==> src/rtl/core/skht_pkg.sv <==
package skht_pkg;

  // table geometry
  localparam int CAPACITY = 16;
  localparam int AddrW    = (CAPACITY > 1) ? $clog2(CAPACITY) : 1;
  localparam int CntW     = $clog2(CAPACITY + 1);

  // field widths
  localparam int KeyW    = 64;
  localparam int RefW    = 16;
  localparam int StatusW = 3;
  localparam int CountW  = 5;

  // request kinds
  localparam logic REQ_LOOKUP   = 1'b0;
  localparam logic REQ_REGISTER = 1'b1;

  // result status codes
  typedef enum logic [StatusW-1:0] {
    STAT_FOUND    = 3'd0,
    STAT_MISSING  = 3'd1,
    STAT_INSERTED = 3'd2,
    STAT_UPDATED  = 3'd3,
    STAT_FULL     = 3'd4
  } status_e;

  // one stored table entry
  typedef struct packed {
    logic [KeyW-1:0] key;
    logic [RefW-1:0] load_ref;
    logic [RefW-1:0] free_ref;
  } entry_t;

  localparam int EntryW = $bits(entry_t);

  // one request word
  typedef struct packed {
    logic            req_type;
    logic [KeyW-1:0] key;
    logic [RefW-1:0] load_ref;
    logic [RefW-1:0] free_ref;
  } req_t;

  // one result word
  typedef struct packed {
    status_e           status;
    logic [RefW-1:0]   found_load_ref;
    logic [RefW-1:0]   found_free_ref;
    logic [CountW-1:0] entry_count;
  } res_t;

  // sequencer states
  typedef enum logic [2:0] {
    ST_IDLE,
    ST_PROBE,
    ST_COMPARE,
    ST_CHECK,
    ST_SHIFT_RD,
    ST_SHIFT_WR,
    ST_DONE
  } state_e;

endpackage

==> src/rtl/core/skht_ram.sv <==
module skht_ram #(
  parameter int Width = 8,
  parameter int Depth = 16
) (
  input  logic                                    clk_i,
  input  logic                                    we_i,
  input  logic [((Depth > 1) ? $clog2(Depth) : 1)-1:0] waddr_i,
  input  logic [Width-1:0]                        wdata_i,
  input  logic [((Depth > 1) ? $clog2(Depth) : 1)-1:0] raddr_i,
  output logic [Width-1:0]                        rdata_o
);

  logic [Width-1:0] mem [Depth];

  // write port
  always_ff @(posedge clk_i) begin
    if (we_i) begin
      mem[waddr_i] <= wdata_i;
    end
  end

  // registered read port
  always_ff @(posedge clk_i) begin
    rdata_o <= mem[raddr_i];
  end

endmodule

==> src/rtl/core/skht_ctrl.sv <==
module skht_ctrl import skht_pkg::*; (
  input  logic clk_i,
  input  logic rst_ni,
  input  logic req_valid_i,
  output logic req_ready_o,
  input  req_t req_i,
  output logic res_valid_o,
  input  logic res_ready_i,
  output res_t res_o
);

  state_e state_q, state_d;

  // request being served
  req_t            cur_q, cur_d;
  logic [CntW-1:0] used_q, used_d;
  logic [CntW-1:0] lo_q, lo_d;
  logic [CntW-1:0] hi_q, hi_d;
  logic [CntW-1:0] mid_q, mid_d;
  logic [CntW-1:0] idx_q, idx_d;
  status_e         stat_q, stat_d;
  logic [RefW-1:0] out_l_q, out_l_d;
  logic [RefW-1:0] out_f_q, out_f_d;

  // table memory port
  logic             ram_we;
  logic [AddrW-1:0] ram_waddr;
  entry_t           ram_wdata;
  logic [AddrW-1:0] ram_raddr;
  entry_t           ram_rdata;
  logic [EntryW-1:0] ram_rdata_raw;

  // shared compare unit and search helpers
  logic            key_less;
  logic            key_equal;
  logic [CntW-1:0] mid;
  logic            range_open;
  logic            resolve;
  logic            hit;
  logic            full;
  logic            need_shift;
  logic [RefW-1:0] upd_l;
  logic [RefW-1:0] upd_f;

  skht_ram #(
    .Width (EntryW),
    .Depth (CAPACITY)
  ) u_ram (
    .clk_i   (clk_i),
    .we_i    (ram_we),
    .waddr_i (ram_waddr),
    .wdata_i (ram_wdata),
    .raddr_i (ram_raddr),
    .rdata_o (ram_rdata_raw)
  );

  assign ram_rdata = entry_t'(ram_rdata_raw);

  // compare stored key against the request key
  assign key_less  = ram_rdata.key < cur_q.key;
  assign key_equal = ram_rdata.key == cur_q.key;

  // search window midpoint
  assign mid        = lo_q + ((hi_q - lo_q) >> 1);
  assign range_open = lo_q < hi_q;

  // search outcome is known either at an empty window past the end or after the final check
  assign resolve = (state_q == ST_PROBE && !range_open && !(lo_q < used_q)) ||
                   (state_q == ST_CHECK);
  assign hit        = (state_q == ST_CHECK) && key_equal;
  assign full       = used_q == CntW'(CAPACITY);
  assign need_shift = resolve && !hit && (cur_q.req_type == REQ_REGISTER) && !full;

  // merged references for an update
  assign upd_l = (cur_q.load_ref != '0) ? cur_q.load_ref : ram_rdata.load_ref;
  assign upd_f = (cur_q.free_ref != '0) ? cur_q.free_ref : ram_rdata.free_ref;

  // next state
  always_comb begin
    state_d = state_q;
    case (state_q)
      ST_IDLE: begin
        if (req_valid_i) state_d = ST_PROBE;
      end
      ST_PROBE: begin
        if (range_open) begin
          state_d = ST_COMPARE;
        end else if (lo_q < used_q) begin
          state_d = ST_CHECK;
        end else if (need_shift) begin
          state_d = ST_SHIFT_RD;
        end else begin
          state_d = ST_DONE;
        end
      end
      ST_COMPARE: state_d = ST_PROBE;
      ST_CHECK: begin
        state_d = need_shift ? ST_SHIFT_RD : ST_DONE;
      end
      ST_SHIFT_RD: begin
        state_d = (idx_q > lo_q) ? ST_SHIFT_WR : ST_DONE;
      end
      ST_SHIFT_WR: state_d = ST_SHIFT_RD;
      ST_DONE: begin
        if (res_ready_i) state_d = ST_IDLE;
      end
      default: state_d = ST_IDLE;
    endcase
  end

  // outputs and datapath
  always_comb begin
    req_ready_o = (state_q == ST_IDLE);
    res_valid_o = (state_q == ST_DONE);
    ram_we      = 1'b0;
    ram_waddr   = lo_q[AddrW-1:0];
    ram_wdata   = ram_rdata;
    ram_raddr   = lo_q[AddrW-1:0];
    cur_d       = cur_q;
    used_d      = used_q;
    lo_d        = lo_q;
    hi_d        = hi_q;
    mid_d       = mid_q;
    idx_d       = idx_q;
    stat_d      = stat_q;
    out_l_d     = out_l_q;
    out_f_d     = out_f_q;

    case (state_q)
      ST_IDLE: begin
        cur_d = req_i;
        lo_d  = '0;
        hi_d  = used_q;
      end
      ST_PROBE: begin
        // read the midpoint, or the final candidate once the window closes
        if (range_open) begin
          ram_raddr = mid[AddrW-1:0];
          mid_d     = mid;
        end else begin
          ram_raddr = lo_q[AddrW-1:0];
        end
      end
      ST_COMPARE: begin
        if (key_less) begin
          lo_d = mid_q + CntW'(1);
        end else begin
          hi_d = mid_q;
        end
      end
      ST_CHECK: begin
        // update in place on a register hit
        if (hit && cur_q.req_type == REQ_REGISTER) begin
          ram_we    = 1'b1;
          ram_waddr = lo_q[AddrW-1:0];
          ram_wdata = '{key: ram_rdata.key, load_ref: upd_l, free_ref: upd_f};
        end
      end
      ST_SHIFT_RD: begin
        if (idx_q > lo_q) begin
          ram_raddr = AddrW'(idx_q - CntW'(1));
        end else begin
          // drop the new entry into the gap
          ram_we    = 1'b1;
          ram_waddr = lo_q[AddrW-1:0];
          ram_wdata = '{key: cur_q.key, load_ref: cur_q.load_ref,
                        free_ref: cur_q.free_ref};
          used_d    = used_q + CntW'(1);
          stat_d    = STAT_INSERTED;
          out_l_d   = cur_q.load_ref;
          out_f_d   = cur_q.free_ref;
        end
      end
      ST_SHIFT_WR: begin
        // move one entry up a slot
        ram_we    = 1'b1;
        ram_waddr = idx_q[AddrW-1:0];
        ram_wdata = ram_rdata;
        idx_d     = idx_q - CntW'(1);
      end
      default: ;
    endcase

    // settle the result of the search
    if (resolve) begin
      idx_d   = used_q;
      out_l_d = '0;
      out_f_d = '0;
      if (cur_q.req_type == REQ_LOOKUP) begin
        if (hit) begin
          stat_d  = STAT_FOUND;
          out_l_d = ram_rdata.load_ref;
          out_f_d = ram_rdata.free_ref;
        end else begin
          stat_d = STAT_MISSING;
        end
      end else if (hit) begin
        stat_d  = STAT_UPDATED;
        out_l_d = upd_l;
        out_f_d = upd_f;
      end else if (full) begin
        stat_d = STAT_FULL;
      end
    end
  end

  assign res_o = '{status: stat_q, found_load_ref: out_l_q, found_free_ref: out_f_q,
                   entry_count: CountW'(used_q)};

  // control state
  always_ff @(posedge clk_i or negedge rst_ni) begin
    if (!rst_ni) begin
      state_q <= ST_IDLE;
      used_q  <= '0;
    end else begin
      state_q <= state_d;
      used_q  <= used_d;
    end
  end

  // working registers
  always_ff @(posedge clk_i) begin
    cur_q   <= cur_d;
    lo_q    <= lo_d;
    hi_q    <= hi_d;
    mid_q   <= mid_d;
    idx_q   <= idx_d;
    stat_q  <= stat_d;
    out_l_q <= out_l_d;
    out_f_q <= out_f_d;
  end

  // the entry count never passes the table size
  assert property (@(posedge clk_i) disable iff (!rst_ni)
    used_q <= CntW'(CAPACITY))
    else $error("entry count above capacity");

  // the entry count only grows, one entry at a time
  assert property (@(posedge clk_i) disable iff (!rst_ni)
    (state_q != ST_IDLE && used_q != $past(used_q)) |->
      (used_q == $past(used_q) + CntW'(1)))
    else $error("entry count changed by other than one");

  // a compare step always follows a probe read
  assert property (@(posedge clk_i) disable iff (!rst_ni)
    (state_q == ST_COMPARE) |-> ($past(state_q) == ST_PROBE))
    else $error("compare without probe");

  // the search window stays ordered
  assert property (@(posedge clk_i) disable iff (!rst_ni)
    (state_q == ST_PROBE) |-> (lo_q <= hi_q && hi_q <= used_q))
    else $error("search window out of order");

  // the table is never written while idle or when a full table rejects
  assert property (@(posedge clk_i) disable iff (!rst_ni)
    ram_we |-> (state_q == ST_CHECK || state_q == ST_SHIFT_RD || state_q == ST_SHIFT_WR))
    else $error("table write outside update or insert");

endmodule

==> src/rtl/core/sorted_key_handler_table.sv <==
// Sorted key table: holds up to CAPACITY entries ordered by 64-bit key, each
// with a load and a free handler reference.
// Input stream: s_axis_tuser selects lookup (0) or register (1); s_axis_tdata
// carries key, load_ref and free_ref. Each word yields exactly one result word.
// Output stream: m_axis_tuser is the status (found, not found, inserted,
// updated, full); m_axis_tdata carries the references and the entry count.
// Steps: a search makes at most floor(log2(entry count)) + 1 probes, each a
// probe read and a compare, then a closing probe read, a check read when the
// window ends inside the table, and the result state; the result then passes
// through the output register to m_axis, and the next word is taken once the
// sequencer is idle again. An insert then moves each entry above the new key
// up one slot, a read and a write per entry, and writes the new entry into
// the gap. The table memory has one write port and one registered read port.
// One word is worked on at a time; s_axis_tready is high only when idle.
// The result goes into an output register, so the next input word is taken
// while a result still waits there; a stalled receiver holds the next result
// in the sequencer until the output register frees up.
// Reset empties the table at once (entry count to zero); no clearing pass.
module sorted_key_handler_table import skht_pkg::*; (
  input  logic        clk_i,
  input  logic        rst_ni,
  input  logic        s_axis_tvalid,
  output logic        s_axis_tready,
  input  logic [95:0] s_axis_tdata,  // key[63:0], load_ref[79:64], free_ref[95:80]
  input  logic [0:0]  s_axis_tuser,  // req_type[0]
  output logic        m_axis_tvalid,
  input  logic        m_axis_tready,
  output logic [39:0] m_axis_tdata,  // found_load_ref[15:0], found_free_ref[31:16],
                                     // entry_count[36:32], zero[39:37]
  output logic [2:0]  m_axis_tuser   // status[2:0]
);

  req_t req;
  res_t res;
  logic res_valid;
  logic res_ready;
  logic out_valid_q;
  res_t out_q;

  // unpack the request word
  assign req = '{req_type: s_axis_tuser[0], key: s_axis_tdata[63:0],
                 load_ref: s_axis_tdata[79:64], free_ref: s_axis_tdata[95:80]};

  skht_ctrl u_ctrl (
    .clk_i       (clk_i),
    .rst_ni      (rst_ni),
    .req_valid_i (s_axis_tvalid),
    .req_ready_o (s_axis_tready),
    .req_i       (req),
    .res_valid_o (res_valid),
    .res_ready_i (res_ready),
    .res_o       (res)
  );

  // output register takes a result whenever it is empty or being drained
  assign res_ready = !out_valid_q || m_axis_tready;

  always_ff @(posedge clk_i or negedge rst_ni) begin
    if (!rst_ni) begin
      out_valid_q <= 1'b0;
    end else if (res_ready) begin
      out_valid_q <= res_valid;
    end
  end

  always_ff @(posedge clk_i) begin
    if (res_ready && res_valid) begin
      out_q <= res;
    end
  end

  // pack the result word
  assign m_axis_tvalid = out_valid_q;
  assign m_axis_tuser  = out_q.status;
  assign m_axis_tdata  = {3'b000, out_q.entry_count, out_q.found_free_ref,
                          out_q.found_load_ref};

endmodule

==> config.mk <==
export PLATFORM = sky130hd
export DESIGN_NAME = sorted_key_handler_table
export DESIGN_NICKNAME = d
export VERILOG_FILES = /design/src/rtl/core/skht_pkg.sv /design/src/rtl/core/skht_ram.sv /design/src/rtl/core/skht_ctrl.sv /design/src/rtl/core/sorted_key_handler_table.sv
export SDC_FILE = /design/constraint.sdc
export NUM_CORES = 2
export LEC_CHECK = 0
export BUFFER_PORTS_ARGS = -buffer_cell sky130_fd_sc_hd__buf_2
export CORE_UTILIZATION = 62
export DETAILED_ROUTE_END_ITERATION = 6
export MAX_ROUTING_LAYER = met4
export PLACE_DENSITY = 0.79
export REMOVE_ABC_BUFFERS = 1
export SYNTH_ARGS = -nofsm -noshare
export SYNTH_HDL_FRONTEND = slang
export SYNTH_SLANG_ARGS = --single-unit
==> constraint.sdc <==
create_clock -name clk_i -period 16.15 [get_ports clk_i]
set_input_delay 0.8075 -clock clk_i [delete_from_list [all_inputs] [get_ports clk_i]]
set_output_delay 0.8075 -clock clk_i [all_outputs]
set_load 0.02 [all_outputs]
==> impl_metrics.csv <==
group,metric,value,unit
run_status,status,"complete, no violations",
die,dieArea,0.117,mm^2
timing,setup_viol,0,
worst_hold_path,hold_path_class,"input port to flop",
global_routing,gr-usage-all-layers,0.317,
detailed_routing,wl_per_cell,25.4,um
placement,dpl.hpwl,92300,um
global_routing,grt_max_degree,191,
logic_synthesis,yosysSeqAreaShare,0.754,
clock_tree,htreeDepth,4,
global_routing,grt_busiest_layer,"met2",
worst_setup_path,worstReg2RegEnd,"u_ctrl.u_ram.rdata_o[70]$_DFF_P_",
clock_tree,clk_pin_slew,0.07,ns
timing,final_max_slew_viol_count,0,
worst_setup_path,start_kind,"flop",
timing,rsz0062_at_grt,"false",
clock_tree,cts_tree,"done",
cells_and_area,multi_input_area,0.0161,mm^2
worst_setup_path,reg2regPathDepth,16,
timing,tightest_slew,1.26,ns
logic_synthesis,synth_cell_type_count,64,
worst_setup_path,crit_start,"u_ctrl.lo_q[1]$_SDFFCE_PN0P_",
cells_and_area,final_nets,5647,
global_routing,grtUsageMet2,0.487,
timing,fin_crit,6.51,ns
detailed_routing,routed_wl,181000,um
logic_synthesis,synth-warning-count,0,
logic_synthesis,synth_edf_count,1725,
timing,max_freq,154,MHz
timing,hold_violations,0,
logic_synthesis,synthFlopType,"edfxtp_1",
clock_tree,insertion_delay,0.80,ns
timing,min_period_over_period,0.403,
logic_synthesis,ys_ff_latch,1833,
logic_synthesis,async_flop_share,0.00491,
clock_tree,clock_sinks,1833,
global_routing,gr-usage-met3,0.0539,
cells_and_area,syn_to_final_growth,11.8,%
detailed_routing,drt_iter0_drc,7237,
worst_setup_path,worstSetupPathType,"flop to flop",
clock_tree,clock-root-buffer,"clkbuf_16",
timing,max-slew-margin-rel,0.158,
die,initial_utilization,0.626,
cells_and_area,ff_latch_area,0.0540,mm^2
die,io-pin-count,146,
die,die_w,342,um
worst_setup_path,endpoint,"u_ctrl.u_ram.rdata_o[70]$_DFF_P_",
global_routing,overflow,0,
worst_setup_path,worstPathRequired,16.87,ns
die,rows,124,
worst_setup_path,cp_max_fo,186,
cells_and_area,n_fill_cell,7005,
worst_setup_path,r2r_setup_slack,9.64,ns
detailed_routing,vias,46300,
global_routing,grt_pass1_vias,45000,
clock_tree,cts.path.max_buffers,3,
timing,whs,0.178,ns
worst_setup_path,rr_startpoint,"u_ctrl.lo_q[1]$_SDFFCE_PN0P_",
worst_setup_path,crit_path_end_kind,"flop",
detailed_routing,first_pass_iters,7,
global_routing,use_met1,0.429,
placement,port_buffers,142,
run,cap_violations,0,
die,die_h,342,um
cells_and_area,layout-drive-gt1-share,0.106,
detailed_routing,antenna_left,0,
logic_synthesis,syn_inst,5334,
timing,fin_worst_skew,0.0343,ns
worst_setup_path,crit_arrival,7.23,ns
detailed_routing,viasPerCell,6.50,
placement,place_congestion,0.883,
logic_synthesis,syn_avg_cell_area,13.4,um^2
logic_synthesis,synth_area,0.0716,mm^2
clock_tree,cts_buffers,174,
clock_tree,post_cts_resized,0,
global_routing,antenna_found_initial,1,
global_routing,grt_first_pass_wirelength,270000,um
detailed_routing,drcViolationCount,0,
die,core-area,0.114,mm^2
==> critical path: stages (launching register included) <==
cell	delay, ns
edfxtp_1	0.49
inv_1	0.28
fa_1	0.58
ha_1	0.17
inv_1	0.06
fa_1	0.51
inv_1	0.06
o2111a_1	0.15
o31ai_1	0.16
o311a_4	0.63
buf_4	0.76
buf_12	0.59
buf_4	0.82
a21oi_1	0.17
a22oi_1	0.26
o221ai_1	0.20
nor2_1	0.16
==> metal layers <==
metal  share of wire  wire length, um
met1            0.37            67300
met2            0.47            85500
met3            0.12            21500
met4           0.036             6480
met5               0                0
==> worst min-delay path by stage <==
stage | startpoint | endpoint | slack, ns | depth (start not counted)
after floorplan | u_ctrl.out_l_q[0]$_DFFE_PP_ | m_axis_tdata[0]$_DFFE_PP_ | 0.40 | 0
after global placement | u_ctrl.out_f_q[12]$_DFFE_PP_ | m_axis_tdata[28]$_DFFE_PP_ | 0.40 | 0
after detailed placement | u_ctrl.out_l_q[15]$_DFFE_PP_ | m_axis_tdata[15]$_DFFE_PP_ | 0.40 | 0
after CTS | s_axis_tdata[33] | u_ctrl.cur_q[65]$_DFFE_PP_ | 0.15 | 1
after global routing | s_axis_tdata[17] | u_ctrl.cur_q[49]$_DFFE_PP_ | 0.17 | 1
final | s_axis_tdata[85] | u_ctrl.cur_q[5]$_DFFE_PP_ | 0.18 | 1
==> area by class of cell <==
cell class                 count  area share
sequential                  1833       0.675
tap                         1512      0.0236
timing repair buffer         274      0.0222
inverter                      86     0.00403
antenna                        1   0.0000313
clock buffer                 241      0.0606
clock inverter                86      0.0133
multi-input combinational   3089       0.201
==> cell usage in the layout (no fill, tap or decap), types with 8 or more instances in the layout <==
| master | n |
|---|---|
| a22o_1 | 36 |
| nand2_1 | 1247 |
| nor2_4 | 16 |
| o21ai_1 | 16 |
| buf_2 | 142 |
| a21oi_1 | 220 |
| bufinv_16 | 21 |
| xnor2_1 | 12 |
| nand4_1 | 400 |
| clkbuf_16 | 178 |
| inv_1 | 86 |
| clkbuf_1 | 47 |
| dfxtp_1 | 99 |
| mux2_2 | 30 |
| nand3_1 | 204 |
| nor2_1 | 413 |
| clkinv_2 | 22 |
| dfrtp_1 | 9 |
| edfxtp_1 | 1725 |
| ha_1 | 86 |
| nor4_1 | 10 |
| nor3_1 | 8 |
| buf_4 | 125 |
| clkinv_1 | 22 |
| o221ai_1 | 95 |
| a21o_1 | 27 |
| clkbuf_8 | 16 |
| a22oi_1 | 97 |
| o21ai_0 | 75 |
==> sequential cells by signal, summed over array words and instances (netlist names) <==
register and flops:
m_axis_tuser 3, u_ctrl.used_q 5, u_ctrl.cur_q 97, u_ctrl.u_ram.mem 1536, m_axis_tvalid 1, u_ctrl.state_q 3, u_ctrl.idx_q 5, u_ctrl.stat_q 3
u_ctrl.lo_q 5, u_ctrl.hi_q 5, u_ctrl.out_l_q 16, u_ctrl.u_ram.rdata_o 96, u_ctrl.mid_q 5, u_ctrl.out_f_q 16, m_axis_tdata 37
==> cells in the mapped netlist (27+ instances only) <==
master | n | area [um^2]
nand3_1 | 205 | 1030
buf_2 | 106 | 531
a22o_1 | 36 | 315
buf_1 | 39 | 146
nor2_1 | 429 | 1610
a22oi_1 | 97 | 728
o221ai_1 | 95 | 832
dfxtp_1 | 99 | 1980
mux2_2 | 30 | 338
ha_1 | 86 | 1080
clkbuf_1 | 171 | 642
nand2_1 | 1249 | 4690
a21o_1 | 27 | 203
nand4_1 | 400 | 2500
o21ai_0 | 89 | 445
inv_1 | 86 | 323
a21oi_1 | 221 | 1110
edfxtp_1 | 1725 | 51800
==> what timing repair did <==
item | 4_1_cts | 5_1_grt
endpoints found under the hold margin | 9 | 0
hold buffers | 1 | 0
setup buffers | 0 | 0
setup endpoints to repair | 0 | 0
==> stage by stage <==
step	utilization	TNS (ns)	instances	cell area, um^2	worst slack, ns
2_1_floorplan	-	-1178.35	5008	70200	-13.37
3_5_place_dp	0.648	0	6793	74100	9.93
3_3_place_gp	0.648	0	6793	74100	10.03
5_1_grt	0.700	0	7122	80000	9.39
4_1_cts	0.700	0	7121	80000	9.87
6_report	0.700	0	7122	80000	9.64
==> logic make-up after synthesis <==
group | count (synthesis) | synth area share
compound gates | 625 | 0.0579
xor+xnor | 16 | 0.00196
fa+ha+maj | 88 | 0.0156
buf+inv | 414 | 0.0242
flops | 1833 | 0.754
mux | 30 | 0.00472
other cells | 1 | 0.0000524
simple gates | 2327 | 0.141
Power is left out: the tool's default activity adds up to more than one toggle a clock period on the data nets, which glitch-free logic cannot reach.
